--- config.mk ---
export PLATFORM = sky130hd
export DESIGN_NAME = arp_address_cache_flat
export DESIGN_NICKNAME = d
export VERILOG_FILES = /design/src/arpc_pkg.sv /design/src/arpc_req_if.sv /design/src/arpc_rsp_if.sv /design/src/arpc_ram.sv /design/src/arpc_front.sv /design/src/arpc_back.sv /design/src/arp_address_cache.sv /design/src/flat_wrapper.sv
export VERILOG_INCLUDE_DIRS = /design/src /design/src/src
export SDC_FILE = /design/constraint.sdc
export NUM_CORES = 1
export LEC_CHECK = 0
export ABC_AREA = 1
export BUFFER_PORTS_ARGS = -buffer_cell sky130_fd_sc_hd__buf_2
export CORE_UTILIZATION = 45
export CTS_CLUSTER_DIAMETER = 100
export DETAILED_ROUTE_END_ITERATION = 7
export GPL_TIMING_DRIVEN = 0
export PLACE_DENSITY_LB_ADDON = 0.08
export REMOVE_ABC_BUFFERS = 1
export SLEW_MARGIN = 20
export SYNTH_ARGS = -nofsm -noshare
export SYNTH_HDL_FRONTEND = slang
export SYNTH_HIERARCHICAL = 1
export SYNTH_SLANG_ARGS = --single-unit
--- constraint.sdc ---
create_clock -name clk -period 13.8 [get_ports clk]
set_input_delay 2.76 -clock clk [delete_from_list [all_inputs] [get_ports clk]]
set_output_delay 2.76 -clock clk [all_outputs]
set_load 0.02 [all_outputs]
--- src/assert_macros.svh ---
// ----------------------------------------------------------------------------
// assertion macros shared by the arp cache rtl
// ----------------------------------------------------------------------------
`ifndef ASSERT_MACROS_SVH
`define ASSERT_MACROS_SVH

// same-cycle implication, sampled on clk, off while in reset
`define ARPC_ASSERT_IMPL(label, ante, cons, msg) \
	label: assert property (@(posedge clk) disable iff (!arst_n) (ante) |-> (cons)) \
		else $error(msg);

// next-cycle implication, sampled on clk, off while in reset
`define ARPC_ASSERT_NEXT(label, ante, cons, msg) \
	label: assert property (@(posedge clk) disable iff (!arst_n) (ante) |=> (cons)) \
		else $error(msg);

`endif

--- src/arpc_pkg.sv ---
`timescale 1ns / 1ps
// ----------------------------------------------------------------------------
// arpc_pkg
// shared constants, codes and types of the arp address cache
// ----------------------------------------------------------------------------
package arpc_pkg;

	localparam int ENTRIES     = 8;
	localparam int SLOT_W      = $clog2(ENTRIES);

	localparam int PROTO_W     = 32;
	localparam int HW_W        = 48;
	localparam int STATUS_W    = 3;
	localparam int SLOT_OUT_W  = 3;

	localparam int QUEUE_DEPTH = 2;
	localparam int QPTR_W      = $clog2(QUEUE_DEPTH);
	localparam int QCNT_W      = $clog2(QUEUE_DEPTH + 1);

	localparam logic KIND_STORE  = 1'b0;
	localparam logic KIND_LOOKUP = 1'b1;

	localparam logic [STATUS_W-1:0] ST_UPDATED  = STATUS_W'(0);
	localparam logic [STATUS_W-1:0] ST_FILLED   = STATUS_W'(1);
	localparam logic [STATUS_W-1:0] ST_REPLACED = STATUS_W'(2);
	localparam logic [STATUS_W-1:0] ST_HIT      = STATUS_W'(3);
	localparam logic [STATUS_W-1:0] ST_MISS     = STATUS_W'(4);

	// classified request as it sits in the queue
	typedef struct packed {
		logic               is_lookup;
		logic [PROTO_W-1:0] proto_addr;
		logic [HW_W-1:0]    hw_addr;
	} req_t;

	// head of the queue as seen by the back end
	typedef struct packed {
		logic valid;
		req_t req;
	} queue_head_t;

	// one table entry as stored in the ram
	typedef struct packed {
		logic [PROTO_W-1:0] proto_addr;
		logic [HW_W-1:0]    hw_addr;
	} entry_t;

	typedef struct packed {
		logic [QCNT_W-1:0] count;
		logic              full;
	} front_stat_t;

endpackage

--- src/arpc_req_if.sv ---
`timescale 1ns / 1ps
// ----------------------------------------------------------------------------
// arpc_req_if
// request channel: store or lookup of an address mapping
// ----------------------------------------------------------------------------
interface arpc_req_if;

	logic                         valid;
	logic                         ready;
	logic                         kind;
	logic [arpc_pkg::PROTO_W-1:0] proto_addr;
	logic [arpc_pkg::HW_W-1:0]    hw_addr;

	modport source (output valid, output kind, output proto_addr, output hw_addr, input ready);
	modport sink (input valid, input kind, input proto_addr, input hw_addr, output ready);

endinterface

--- src/arpc_rsp_if.sv ---
`timescale 1ns / 1ps
// ----------------------------------------------------------------------------
// arpc_rsp_if
// response channel: outcome of one request
// ----------------------------------------------------------------------------
interface arpc_rsp_if;

	logic                            valid;
	logic                            ready;
	logic [arpc_pkg::STATUS_W-1:0]   status;
	logic [arpc_pkg::SLOT_OUT_W-1:0] slot;
	logic [arpc_pkg::HW_W-1:0]       found_hw_addr;

	modport source (output valid, output status, output slot, output found_hw_addr, input ready);
	modport sink (input valid, input status, input slot, input found_hw_addr, output ready);

endinterface

--- src/arpc_ram.sv ---
`timescale 1ns / 1ps
// ----------------------------------------------------------------------------
// arpc_ram
// generic single write port ram with registered read
// ----------------------------------------------------------------------------
module arpc_ram #(
	parameter int WIDTH = 8,
	parameter int DEPTH = 8
) (
	input  logic                     clk,
	input  logic                     we,
	input  logic [$clog2(DEPTH)-1:0] waddr,
	input  logic [WIDTH-1:0]         wdata,
	input  logic [$clog2(DEPTH)-1:0] raddr,
	output logic [WIDTH-1:0]         rdata
);

	logic [WIDTH-1:0] mem_q [DEPTH];

	always_ff @(posedge clk) begin
		if (we) begin
			mem_q[waddr] <= wdata;
		end
		rdata <= mem_q[raddr];
	end

endmodule

--- src/arpc_front.sv ---
`timescale 1ns / 1ps
// ----------------------------------------------------------------------------
// arpc_front
// accepts requests, classifies them and holds them in a short queue
// ----------------------------------------------------------------------------
module arpc_front (
	input  logic                  clk,
	input  logic                  arst_n,
	arpc_req_if.sink              req,
	output arpc_pkg::queue_head_t head,
	input  logic                  pop,
	output arpc_pkg::front_stat_t stat
);

	arpc_pkg::req_t                  q_mem_q [arpc_pkg::QUEUE_DEPTH];
	logic [arpc_pkg::QPTR_W-1:0]     wr_ptr_q;
	logic [arpc_pkg::QPTR_W-1:0]     rd_ptr_q;
	logic [arpc_pkg::QCNT_W-1:0]     count_q;
	arpc_pkg::req_t                  in_req;
	logic                            push;
	logic                            do_pop;
	logic                            full;

	assign full      = count_q == arpc_pkg::QCNT_W'(arpc_pkg::QUEUE_DEPTH);
	assign req.ready = !full;
	assign push      = req.valid && !full;
	assign do_pop    = pop && (count_q != '0);

	always_comb begin
		in_req.is_lookup  = req.kind == arpc_pkg::KIND_LOOKUP;
		in_req.proto_addr = req.proto_addr;
		in_req.hw_addr    = req.hw_addr;
	end

	assign head.valid = count_q != '0;
	assign head.req   = q_mem_q[rd_ptr_q];

	assign stat.count = count_q;
	assign stat.full  = full;

	always_ff @(posedge clk or negedge arst_n) begin
		if (!arst_n) begin
			wr_ptr_q <= '0;
			rd_ptr_q <= '0;
			count_q  <= '0;
		end else begin
			if (push) begin
				wr_ptr_q <= (wr_ptr_q == arpc_pkg::QPTR_W'(arpc_pkg::QUEUE_DEPTH - 1)) ?
					'0 : wr_ptr_q + arpc_pkg::QPTR_W'(1);
			end
			if (do_pop) begin
				rd_ptr_q <= (rd_ptr_q == arpc_pkg::QPTR_W'(arpc_pkg::QUEUE_DEPTH - 1)) ?
					'0 : rd_ptr_q + arpc_pkg::QPTR_W'(1);
			end
			if (push && !do_pop) begin
				count_q <= count_q + arpc_pkg::QCNT_W'(1);
			end else if (do_pop && !push) begin
				count_q <= count_q - arpc_pkg::QCNT_W'(1);
			end
		end
	end

	always_ff @(posedge clk) begin
		if (push) begin
			q_mem_q[wr_ptr_q] <= in_req;
		end
	end

endmodule

--- src/arpc_back.sv ---
`timescale 1ns / 1ps
// ----------------------------------------------------------------------------
// arpc_back
// scans the table one entry per cycle, updates it and drives the response
// ----------------------------------------------------------------------------
module arpc_back (
	input  logic                  clk,
	input  logic                  arst_n,
	input  arpc_pkg::queue_head_t head,
	output logic                  pop,
	arpc_rsp_if.source            rsp
);

	localparam logic [1:0] S_IDLE = 2'd0;
	localparam logic [1:0] S_SCAN = 2'd1;
	localparam logic [1:0] S_HOLD = 2'd2;

	logic [1:0]                          state_q;
	arpc_pkg::req_t                      cur_q;
	logic [arpc_pkg::SLOT_W-1:0]         k_q;
	logic                                empty_found_q;
	logic [arpc_pkg::SLOT_W-1:0]         empty_idx_q;
	logic [arpc_pkg::ENTRIES-1:0]        valid_q;

	logic [arpc_pkg::STATUS_W-1:0]       res_status_q;
	logic [arpc_pkg::SLOT_OUT_W-1:0]     res_slot_q;
	logic [arpc_pkg::HW_W-1:0]           res_found_q;

	logic                                out_valid_q;
	logic [arpc_pkg::STATUS_W-1:0]       out_status_q;
	logic [arpc_pkg::SLOT_OUT_W-1:0]     out_slot_q;
	logic [arpc_pkg::HW_W-1:0]           out_found_q;

	arpc_pkg::entry_t                    rd_entry;
	arpc_pkg::entry_t                    wr_entry;
	logic [arpc_pkg::SLOT_W-1:0]         rd_addr;
	logic                                hit;
	logic                                last;
	logic                                scan_done;
	logic                                out_free;
	logic                                load_dec;
	logic                                load_hold;
	logic                                has_empty;
	logic [arpc_pkg::SLOT_W-1:0]         empty_sel;

	logic                                dec_write;
	logic [arpc_pkg::SLOT_W-1:0]         dec_widx;
	logic [arpc_pkg::STATUS_W-1:0]       dec_status;
	logic [arpc_pkg::SLOT_OUT_W-1:0]     dec_slot;
	logic [arpc_pkg::HW_W-1:0]           dec_found;

	assign pop  = (state_q == S_IDLE) && head.valid;
	assign last = k_q == arpc_pkg::SLOT_W'(arpc_pkg::ENTRIES - 1);

	// read one ahead: entry k is compared while entry k+1 is fetched
	assign rd_addr = (state_q == S_SCAN && !last) ? k_q + arpc_pkg::SLOT_W'(1) : '0;

	assign hit       = valid_q[k_q] && (rd_entry.proto_addr == cur_q.proto_addr);
	assign scan_done = (state_q == S_SCAN) && (hit || last);
	assign out_free  = !out_valid_q || rsp.ready;
	assign load_dec  = scan_done && out_free;
	assign load_hold = (state_q == S_HOLD) && out_free;

	assign has_empty = empty_found_q || !valid_q[k_q];
	assign empty_sel = empty_found_q ? empty_idx_q : k_q;

	always_comb begin
		dec_write  = 1'b0;
		dec_widx   = '0;
		dec_status = arpc_pkg::ST_MISS;
		dec_slot   = '0;
		dec_found  = '0;
		if (cur_q.is_lookup) begin
			if (hit) begin
				dec_status = arpc_pkg::ST_HIT;
				dec_slot   = arpc_pkg::SLOT_OUT_W'(k_q);
				dec_found  = rd_entry.hw_addr;
			end
		end else if (hit) begin
			dec_write  = 1'b1;
			dec_widx   = k_q;
			dec_status = arpc_pkg::ST_UPDATED;
			dec_slot   = arpc_pkg::SLOT_OUT_W'(k_q);
		end else if (has_empty) begin
			dec_write  = 1'b1;
			dec_widx   = empty_sel;
			dec_status = arpc_pkg::ST_FILLED;
			dec_slot   = arpc_pkg::SLOT_OUT_W'(empty_sel);
		end else begin
			// table full: slot 0 is evicted
			dec_write  = 1'b1;
			dec_widx   = '0;
			dec_status = arpc_pkg::ST_REPLACED;
		end
	end

	always_comb begin
		wr_entry.proto_addr = cur_q.proto_addr;
		wr_entry.hw_addr    = cur_q.hw_addr;
	end

	arpc_ram #(
		.WIDTH($bits(arpc_pkg::entry_t)),
		.DEPTH(arpc_pkg::ENTRIES)
	) u_table (
		.clk   (clk),
		.we    (scan_done && dec_write),
		.waddr (dec_widx),
		.wdata (wr_entry),
		.raddr (rd_addr),
		.rdata (rd_entry)
	);

	always_ff @(posedge clk or negedge arst_n) begin
		if (!arst_n) begin
			state_q       <= S_IDLE;
			k_q           <= '0;
			empty_found_q <= 1'b0;
			valid_q       <= '0;
			out_valid_q   <= 1'b0;
		end else begin
			case (state_q)
				S_IDLE: begin
					if (head.valid) begin
						state_q       <= S_SCAN;
						k_q           <= '0;
						empty_found_q <= 1'b0;
					end
				end
				S_SCAN: begin
					if (scan_done) begin
						state_q <= out_free ? S_IDLE : S_HOLD;
					end else begin
						k_q <= k_q + arpc_pkg::SLOT_W'(1);
						if (!valid_q[k_q]) begin
							empty_found_q <= 1'b1;
						end
					end
				end
				S_HOLD: begin
					if (out_free) begin
						state_q <= S_IDLE;
					end
				end
				default: begin
					state_q <= S_IDLE;
				end
			endcase
			if (scan_done && dec_write) begin
				valid_q[dec_widx] <= 1'b1;
			end
			if (load_dec || load_hold) begin
				out_valid_q <= 1'b1;
			end else if (rsp.ready) begin
				out_valid_q <= 1'b0;
			end
		end
	end

	always_ff @(posedge clk) begin
		if (pop) begin
			cur_q <= head.req;
		end
		// keep the first free slot seen during the scan
		if (state_q == S_SCAN && !scan_done && !valid_q[k_q] && !empty_found_q) begin
			empty_idx_q <= k_q;
		end
		if (scan_done) begin
			res_status_q <= dec_status;
			res_slot_q   <= dec_slot;
			res_found_q  <= dec_found;
		end
		if (load_dec) begin
			out_status_q <= dec_status;
			out_slot_q   <= dec_slot;
			out_found_q  <= dec_found;
		end else if (load_hold) begin
			out_status_q <= res_status_q;
			out_slot_q   <= res_slot_q;
			out_found_q  <= res_found_q;
		end
	end

	assign rsp.valid         = out_valid_q;
	assign rsp.status        = out_status_q;
	assign rsp.slot          = out_slot_q;
	assign rsp.found_hw_addr = out_found_q;

endmodule

--- src/arp_address_cache.sv ---
`timescale 1ns / 1ps
// ----------------------------------------------------------------------------
// arp_address_cache
// fully associative ipv4 to hardware address cache with store and lookup
// ----------------------------------------------------------------------------
//
//  channel  dir  payload                          request accepted when
//  req      in   kind, proto_addr, hw_addr        req.valid && req.ready
//  rsp      out  status, slot, found_hw_addr      rsp.valid && rsp.ready
//
// a request is popped from the queue, then the scan visits up to ENTRIES
// entries, one ram read per cycle, and stops at a match or the last entry.
// table writes happen in the last scan cycle, the response is registered.
// reset clears the valid bits at once, no clearing pass is needed.
// a two-deep queue takes requests while the scan runs or the response stalls.
//
`include "assert_macros.svh"

module arp_address_cache (
	input  logic        clk,
	input  logic        arst_n,
	arpc_req_if.sink    req,
	arpc_rsp_if.source  rsp
);

	arpc_pkg::queue_head_t head;
	arpc_pkg::front_stat_t front_stat;
	logic                  pop;

	arpc_front u_front (
		.clk    (clk),
		.arst_n (arst_n),
		.req    (req),
		.head   (head),
		.pop    (pop),
		.stat   (front_stat)
	);

	arpc_back u_back (
		.clk    (clk),
		.arst_n (arst_n),
		.head   (head),
		.pop    (pop),
		.rsp    (rsp)
	);

	`ARPC_ASSERT_IMPL(a_miss_clean,
		rsp.valid && rsp.status == arpc_pkg::ST_MISS,
		rsp.slot == '0 && rsp.found_hw_addr == '0,
		"miss response carries slot or address")
	`ARPC_ASSERT_IMPL(a_store_no_addr,
		rsp.valid && rsp.status != arpc_pkg::ST_HIT,
		rsp.found_hw_addr == '0,
		"non-hit response carries an address")
	`ARPC_ASSERT_IMPL(a_replace_slot0,
		rsp.valid && rsp.status == arpc_pkg::ST_REPLACED,
		rsp.slot == '0,
		"replacement not in slot 0")
	`ARPC_ASSERT_NEXT(a_req_queued,
		req.valid && req.ready,
		front_stat.count != '0,
		"accepted request missing from queue")
	`ARPC_ASSERT_IMPL(a_full_stalls,
		front_stat.full,
		!req.ready,
		"full queue still takes requests")

endmodule
--- src/flat_wrapper.sv ---
// flat-port wrapper written by rule: the top's interface ports become plain ports
module arp_address_cache_flat 
  (clk, arst_n, req_valid, req_kind, req_proto_addr, req_hw_addr, req_ready, rsp_valid, rsp_status, rsp_slot, rsp_found_hw_addr, rsp_ready);
  arpc_req_if req_i ();
  arpc_rsp_if rsp_i ();
  input  logic clk;
  input  logic arst_n;
  input wire logic [$bits(req_i.valid)-1:0] req_valid;
  input wire logic [$bits(req_i.kind)-1:0] req_kind;
  input wire logic [$bits(req_i.proto_addr)-1:0] req_proto_addr;
  input wire logic [$bits(req_i.hw_addr)-1:0] req_hw_addr;
  output wire logic [$bits(req_i.ready)-1:0] req_ready;
  output wire logic [$bits(rsp_i.valid)-1:0] rsp_valid;
  output wire logic [$bits(rsp_i.status)-1:0] rsp_status;
  output wire logic [$bits(rsp_i.slot)-1:0] rsp_slot;
  output wire logic [$bits(rsp_i.found_hw_addr)-1:0] rsp_found_hw_addr;
  input wire logic [$bits(rsp_i.ready)-1:0] rsp_ready;
  assign req_i.valid = req_valid;
  assign req_i.kind = req_kind;
  assign req_i.proto_addr = req_proto_addr;
  assign req_i.hw_addr = req_hw_addr;
  assign req_ready = req_i.ready;
  assign rsp_valid = rsp_i.valid;
  assign rsp_status = rsp_i.status;
  assign rsp_slot = rsp_i.slot;
  assign rsp_found_hw_addr = rsp_i.found_hw_addr;
  assign rsp_i.ready = rsp_ready;
  arp_address_cache u_core (.clk(clk), .arst_n(arst_n), .req(req_i), .rsp(rsp_i));
endmodule
# Word-level counts from Yosys, hierarchy flattened
# Memory sizes are Yosys's and may differ from the RTL's. A register that Yosys moved wholly into a read port is not among the register bits.
# Cells that the tools add are included.
# Widths: inputs -> output; s select.
totals:
  register_bits: 130
  latch_bits: 0
  ram_bits: 802
  romBits: 0
  in_bits: 85
  output_inout_bits: 56
  wordCells: 118
  memories: 2
mem_list:
  columns: ["memory", "words", "word_bits", "read_ports", "rd_ports_with_merged_regs", "wr", "line_no", "rtl"]
  rows:
  - ["u_core.u_back.u_table.mem_q", 8, 80, 1, 1, 1, "arpc_ram.sv:18", "logic [WIDTH-1:0] mem_q [DEPTH];"]
  - ["u_core.u_front.q_mem_q", 2, 81, 1, 1, 1, "arpc_front.sv:15", "arpc_pkg::req_t q_mem_q [arpc_pkg::QUEUE_DEPTH];"]
classes:
  n_addsub: 5
  mul: 0
  div_mod_pow: 0
  n_lt_le_gt_ge: 3
  n_eq_ne: 10
  shift: 0
  muxes: 46
  bitwise: 1
  n_reduce_logical: 36
ops:
  columns: ["operator", "count"]
  rows:
  - ["$mux 48", 4]
  - ["$mux 3", 15]
  - ["$eq 32x32->1", 1]
  - ["$mux 2", 8]
  - ["$logic_and 1x1->1", 15]
  - ["$mux 1", 14]
  - ["$ne 2x2->1 const B", 5]
  - ["$reduce_bool 2->1", 5]
  - ["$logic_not 1->1", 8]
  - ["$lt 3x4->1 const B", 2]
  - ["$or 8x8->8", 1]
  - ["$pmux 2 s3", 1]
  - ["$pmux 3 s2", 1]
  - ["$reduce_and 3->1", 2]
  - ["$eq 2x2->1 const B", 2]
  - ["$logic_or 1x1->1", 4]
  - ["$reduce_and 4->1", 1]
  - ["$add 3x1->3 const B", 1]
  - ["$bmux 1 s3", 1]
  - ["$demux 1 s3", 1]
  - ["$eq 3x3->1 const B", 1]
  - ["$ge 3x1->1 const B", 1]
  - ["$add 1x1->1 const B", 2]
  - ["$add 2x1->2 const B", 1]
  - ["4 further kinds", 4]

# Logic depth before layout (Yosys ltp)
depth:
  depth_word: 12
  ltp_mapped: 17
  mapped_depth_nobuf: 16

# By module
# The synthesis kept the hierarchy.
by_module_without_submodules:
  columns: ["module", "n_inst", "cells_each", "area_per_inst_um2"]
  rows:
  - ["arpc_ram", 1, 2863, 29512.1]
  - ["arpc_back", 1, 803, 8854.7]
  - ["arpc_front", 1, 456, 6185.9]

# Worst setup path before layout
# Ideal clock, no wire load.
synth_path:
  path_kind: "input -> register"
  from: "input req_valid"
  to: "memory u_core/u_front/q_mem_q[1][0] in the netlist's numbering (enable)"
  arrival_ps: 6202
  t_required_ps: 13279
  slack_ps: 7077
  path_stages: 2
  n_path_buf: 0
  path_cell_list: "nand2_1 > nor2_1"
synth_between:
  elab_chain_len: 3
synth_lines:
  columns: ["item", "line_no", "rtl"]
  rows:
  - ["from (decl)", "flat_wrapper.sv:8", "input wire logic [$bits(req_i.valid)-1:0] req_valid;"]
  - ["$logic_and 1x1->1", "arpc_front.sv:26", "assign push = req.valid && !full;"]
  - ["$mux 1", "arpc_front.sv:64", "if (push) begin"]
  - ["$mux 1 (implied by the code)", "arpc_front.sv:65", "q_mem_q[wr_ptr_q] <= in_req;"]
  - ["to (decl)", "arpc_front.sv:15", null]
# Every way passes these cells.

# Final worst setup path
layout_path:
  from: "register u_core/u_back/k_q[0] in the netlist's numbering"
  to: "register u_core.u_back.u_table.rdata[27] (read register of u_core.u_back.u_table.mem_q)"
layout_between:
  elab_chain_len: 4
  elab_cells_between_ends: 5
  cone_classes: "add/sub: 1; eq/ne: 1; mux: 1; reduce/logical: 2"
layout_lines:
  columns: ["item", "line_no", "rtl"]
  rows:
  - ["from (decl)", "arpc_back.sv:20", "logic [arpc_pkg::SLOT_W-1:0] k_q;"]
  - ["from (signal assigned)", "arpc_back.sv:134", "k_q <= k_q + arpc_pkg::SLOT_W'(1);"]
  - ["parallel branches: the longest is 3 deep, another holds $add 3x1->3", null, null]
  - ["$mux 3 *", "arpc_back.sv:56", "assign rd_addr = (state_q == S_SCAN && !last) ? k_q + arpc_pkg::SLOT_W'(1) : '0;"]
  - ["via u_core.u_back.rd_addr, one bit", "arpc_back.sv:36", "logic [arpc_pkg::SLOT_W-1:0] rd_addr;"]
  - ["to (decl)", "arpc_ram.sv:15", "output logic [WIDTH-1:0] rdata"]
# Mark *: on every way through the listed nets, which the timed path passes.
# A chain may end at the register's enable or synchronous reset.

==> summary.txt <==
worst hold endpoint -> u_core/u_back/valid_q[1]$_DFFE_PN0P_
layout cell share with drive strength beyond 1 -> 11.8%
final core occ -> 52.9%
core box area -> 0.0983 mm²
post-cts sizing count -> 0
yosys warns -> 6
peak fanout along the critical path -> 167
GPL Wtd Cong -> 0.746
CP endpoint kind -> flop
Routed Antenna Nets -> 0
worst min-delay path class -> flop to flop
Post-Layout Cell Count -> 5729
CTS Hold Buffers Added -> 0
CTS tree -> built
Slew @ Worst Pin -> 1.04 ns
R2R Path Start -> u_core/u_back/k_q[0]$_DFFE_PN0P_
standard-cell row count -> 115
worst slack at placement -> 9.01 ns
routed len/inst -> 16.6 µm
crit start category -> flop
RSZ-0062 raised after global routing -> no
Hold Path Stages -> 2
number of post-CTS setup repair buffers -> 0
clk sinks -> 1093
Worst EP required -> 14.42 ns
relative slew slack -> 30.7%
Post-Place Cells -> 5515
diodes inserted -> 0
worst hold margin -> 0.450 ns
Leak Pwr -> 23.0 nW
first-pass GRT wire length -> 147 mm
chip width -> 317 µm
chip height -> 317 µm
status -> complete, no violations
Worst Clk Skew -> 0.0185 ns
final setup margin -> 9.04 ns
antenna violations before repair -> 0
Hold Vio Cnt, Final -> 0
post-route minimum period -> 4.76 ns
Syn Std Cell Area -> 0.0445 mm²
GRT Overall Usage -> 19.5%
Iter 0 DRT Violations -> 1510
R2R Setup Slk -> 9.04 ns
root buffer cell -> clkbuf_16
routed vias -> 26400
RR Endpoint -> u_core/u_back/u_table/rdata[27]$_DFF_P_
clk buf depth -> 3
die area -> 0.100 mm²
fin nets -> 4434
TritonRoute pass-1 iters -> 5
IR drop worst, VDD -> 259 µV
P per Cell Area -> 222 mW/mm²
hold_sp -> u_core/u_back/valid_q[1]$_DFFE_PN0P_
initial core utilization -> 45.3%
Synth-to-Final Area Change -> 16.6%
Filler Cells Inserted -> 8435
cell depth of the worst flop-to-flop path -> 18
Port Buf Inserts -> 140
Final Cycle Share -> 34.5%
Via density -> 4.62
Clk Latency, worst-skew pair -> 0.68 ns
Syn Area/Cell -> 10.8 µm²
vias in the first global route -> 25400
io pins -> 141
Max-Cap Viols -> 0
critical path class -> flop to flop
total CTS buffers -> 116
Slew Viols, Final -> 0
CTS H-tree depth -> 3
Max Fclk -> 210 MHz
# setup viols final -> 0
largest net degree at the start of global routing -> 168
Clock Pin Slew Worst Setup and Hold Paths -> 0.06 ns
GRT overflow -> 0
Synth Instances -> 4121
total chip power -> 11.5 mW
drt drc -> 0
routed wire length -> 95.1 mm
final HPWL from detailed placement -> 57.8 mm
Worst Path Arrival -> 5.37 ns
==> state kept, by name, summed over array words and instances (netlist names), 3 cells and up <==
| signal | flops |
|---|---|
| u_core/u_back/u_table/mem_q | 640 |
| u_core/u_front/q_mem_q | 162 |
| u_core/u_back/cur_q | 81 |
| u_core/u_back/u_table/rdata | 80 |
| u_core/u_back/res_found_q | 48 |
| u_core/u_back/rsp.found_hw_addr | 48 |
| u_core/u_back/valid_q | 8 |
| u_core/u_back/empty_idx_q | 3 |
| u_core/u_back/k_q | 3 |
| u_core/u_back/res_slot_q | 3 |
| u_core/u_back/res_status_q | 3 |
| u_core/u_back/rsp.slot | 3 |
| u_core/u_back/rsp.status | 3 |
==> worst max-delay path by stage <==
stage	endpoint	start	cells after the start	slack, ns
floorplan	u_core/u_back/u_table/rdata[0]$_DFF_P_	u_core/u_back/k_q[0]$_DFFE_PN0P_	9	-23.30
global placement	u_core/u_back/u_table/rdata[15]$_DFF_P_	u_core/u_back/k_q[0]$_DFFE_PN0P_	9	-71.26
detailed placement	u_core/u_back/u_table/rdata[69]$_DFF_P_	u_core/u_back/k_q[0]$_DFFE_PN0P_	18	9.01
CTS	u_core/u_back/u_table/rdata[66]$_DFF_P_	u_core/u_back/k_q[0]$_DFFE_PN0P_	18	8.97
global route	u_core/u_back/u_table/rdata[3]$_DFF_P_	u_core/u_back/k_q[0]$_DFFE_PN0P_	18	8.69
finish	u_core/u_back/u_table/rdata[27]$_DFF_P_	u_core/u_back/k_q[0]$_DFFE_PN0P_	18	9.04
==> per-stage QoR <==
step,setup TNS (ns),cell area (µm²)
after detailed placement,0,48100
after global placement,-5689.20,45800
after CTS,0,51900
final,0,51900
after floorplan,-1864.34,43500
after global routing,0,51900
==> cell usage in the layout (no fill, tap or decap), drive strengths merged <==
master / count
clkinv: 39
edfxtp: 994
nand2: 1578
dfxtp: 80
a21oi: 5
buf: 265
nand3: 341
nor4: 1
ha: 3
clkbuf: 165
clkinvlp: 1
xnor2: 9
dfrtp: 19
inv: 789
bufinv: 9
nand4: 6
nor2: 79
xor2: 3
o21ai: 56
==> routing by layer <==
layer / vias to the layer above / wire length [µm] / part of all wire, % / global-route usage [%]
met3: 157 / 2960 / 3.1 / 2.71
met5: - / 0 / 0 / 0
met2: 372 / 48400 / 51 / 34.5
li1: 13500 / - / - / -
met1: 12400 / 41100 / 43 / 24.6
met4: 0 / 2660 / 2.8 / 5.92
==> critical path, stage by stage (launching register included) <==
cell	delay, ns
dfrtp_1	0.54
ha_1	0.29
ha_1	0.30
nor4_2	0.57
buf_2	0.34
buf_4	0.18
buf_2	0.23
buf_4	0.19
buf_2	0.20
buf_2	0.19
buf_2	0.21
buf_2	0.24
inv_16	0.23
buf_16	0.41
nand2_1	0.16
nand3_1	0.08
nand2_1	0.08
nand2_1	0.05
nand2_1	0.07
==> report_power, final <==
| group | internal (mW) | switching, mW | total [mW] | leakage, nW |
|---|---|---|---|---|
| combinational | 1.25 | 2.56 | 3.81 | 11.2 |
| clock | 1.84 | 1.23 | 3.07 | 1.88 |
| sequential | 4.35 | 0.305 | 4.65 | 9.87 |
| total | 7.44 | 4.09 | 11.5 | 23.0 |
==> final cells by class <==
cell class | count | area [µm²] | area share [%]
clock buffer | 165 | 3350 | 6.45
clock inverter | 49 | 459 | 0.884
inverter | 789 | 3020 | 5.81
multi-input combinational | 2081 | 8730 | 16.8
sequential | 1093 | 31900 | 61.5
tap | 1287 | 1610 | 3.10
timing repair buffer | 265 | 2840 | 5.47
(Power assumes the default switching activity.)
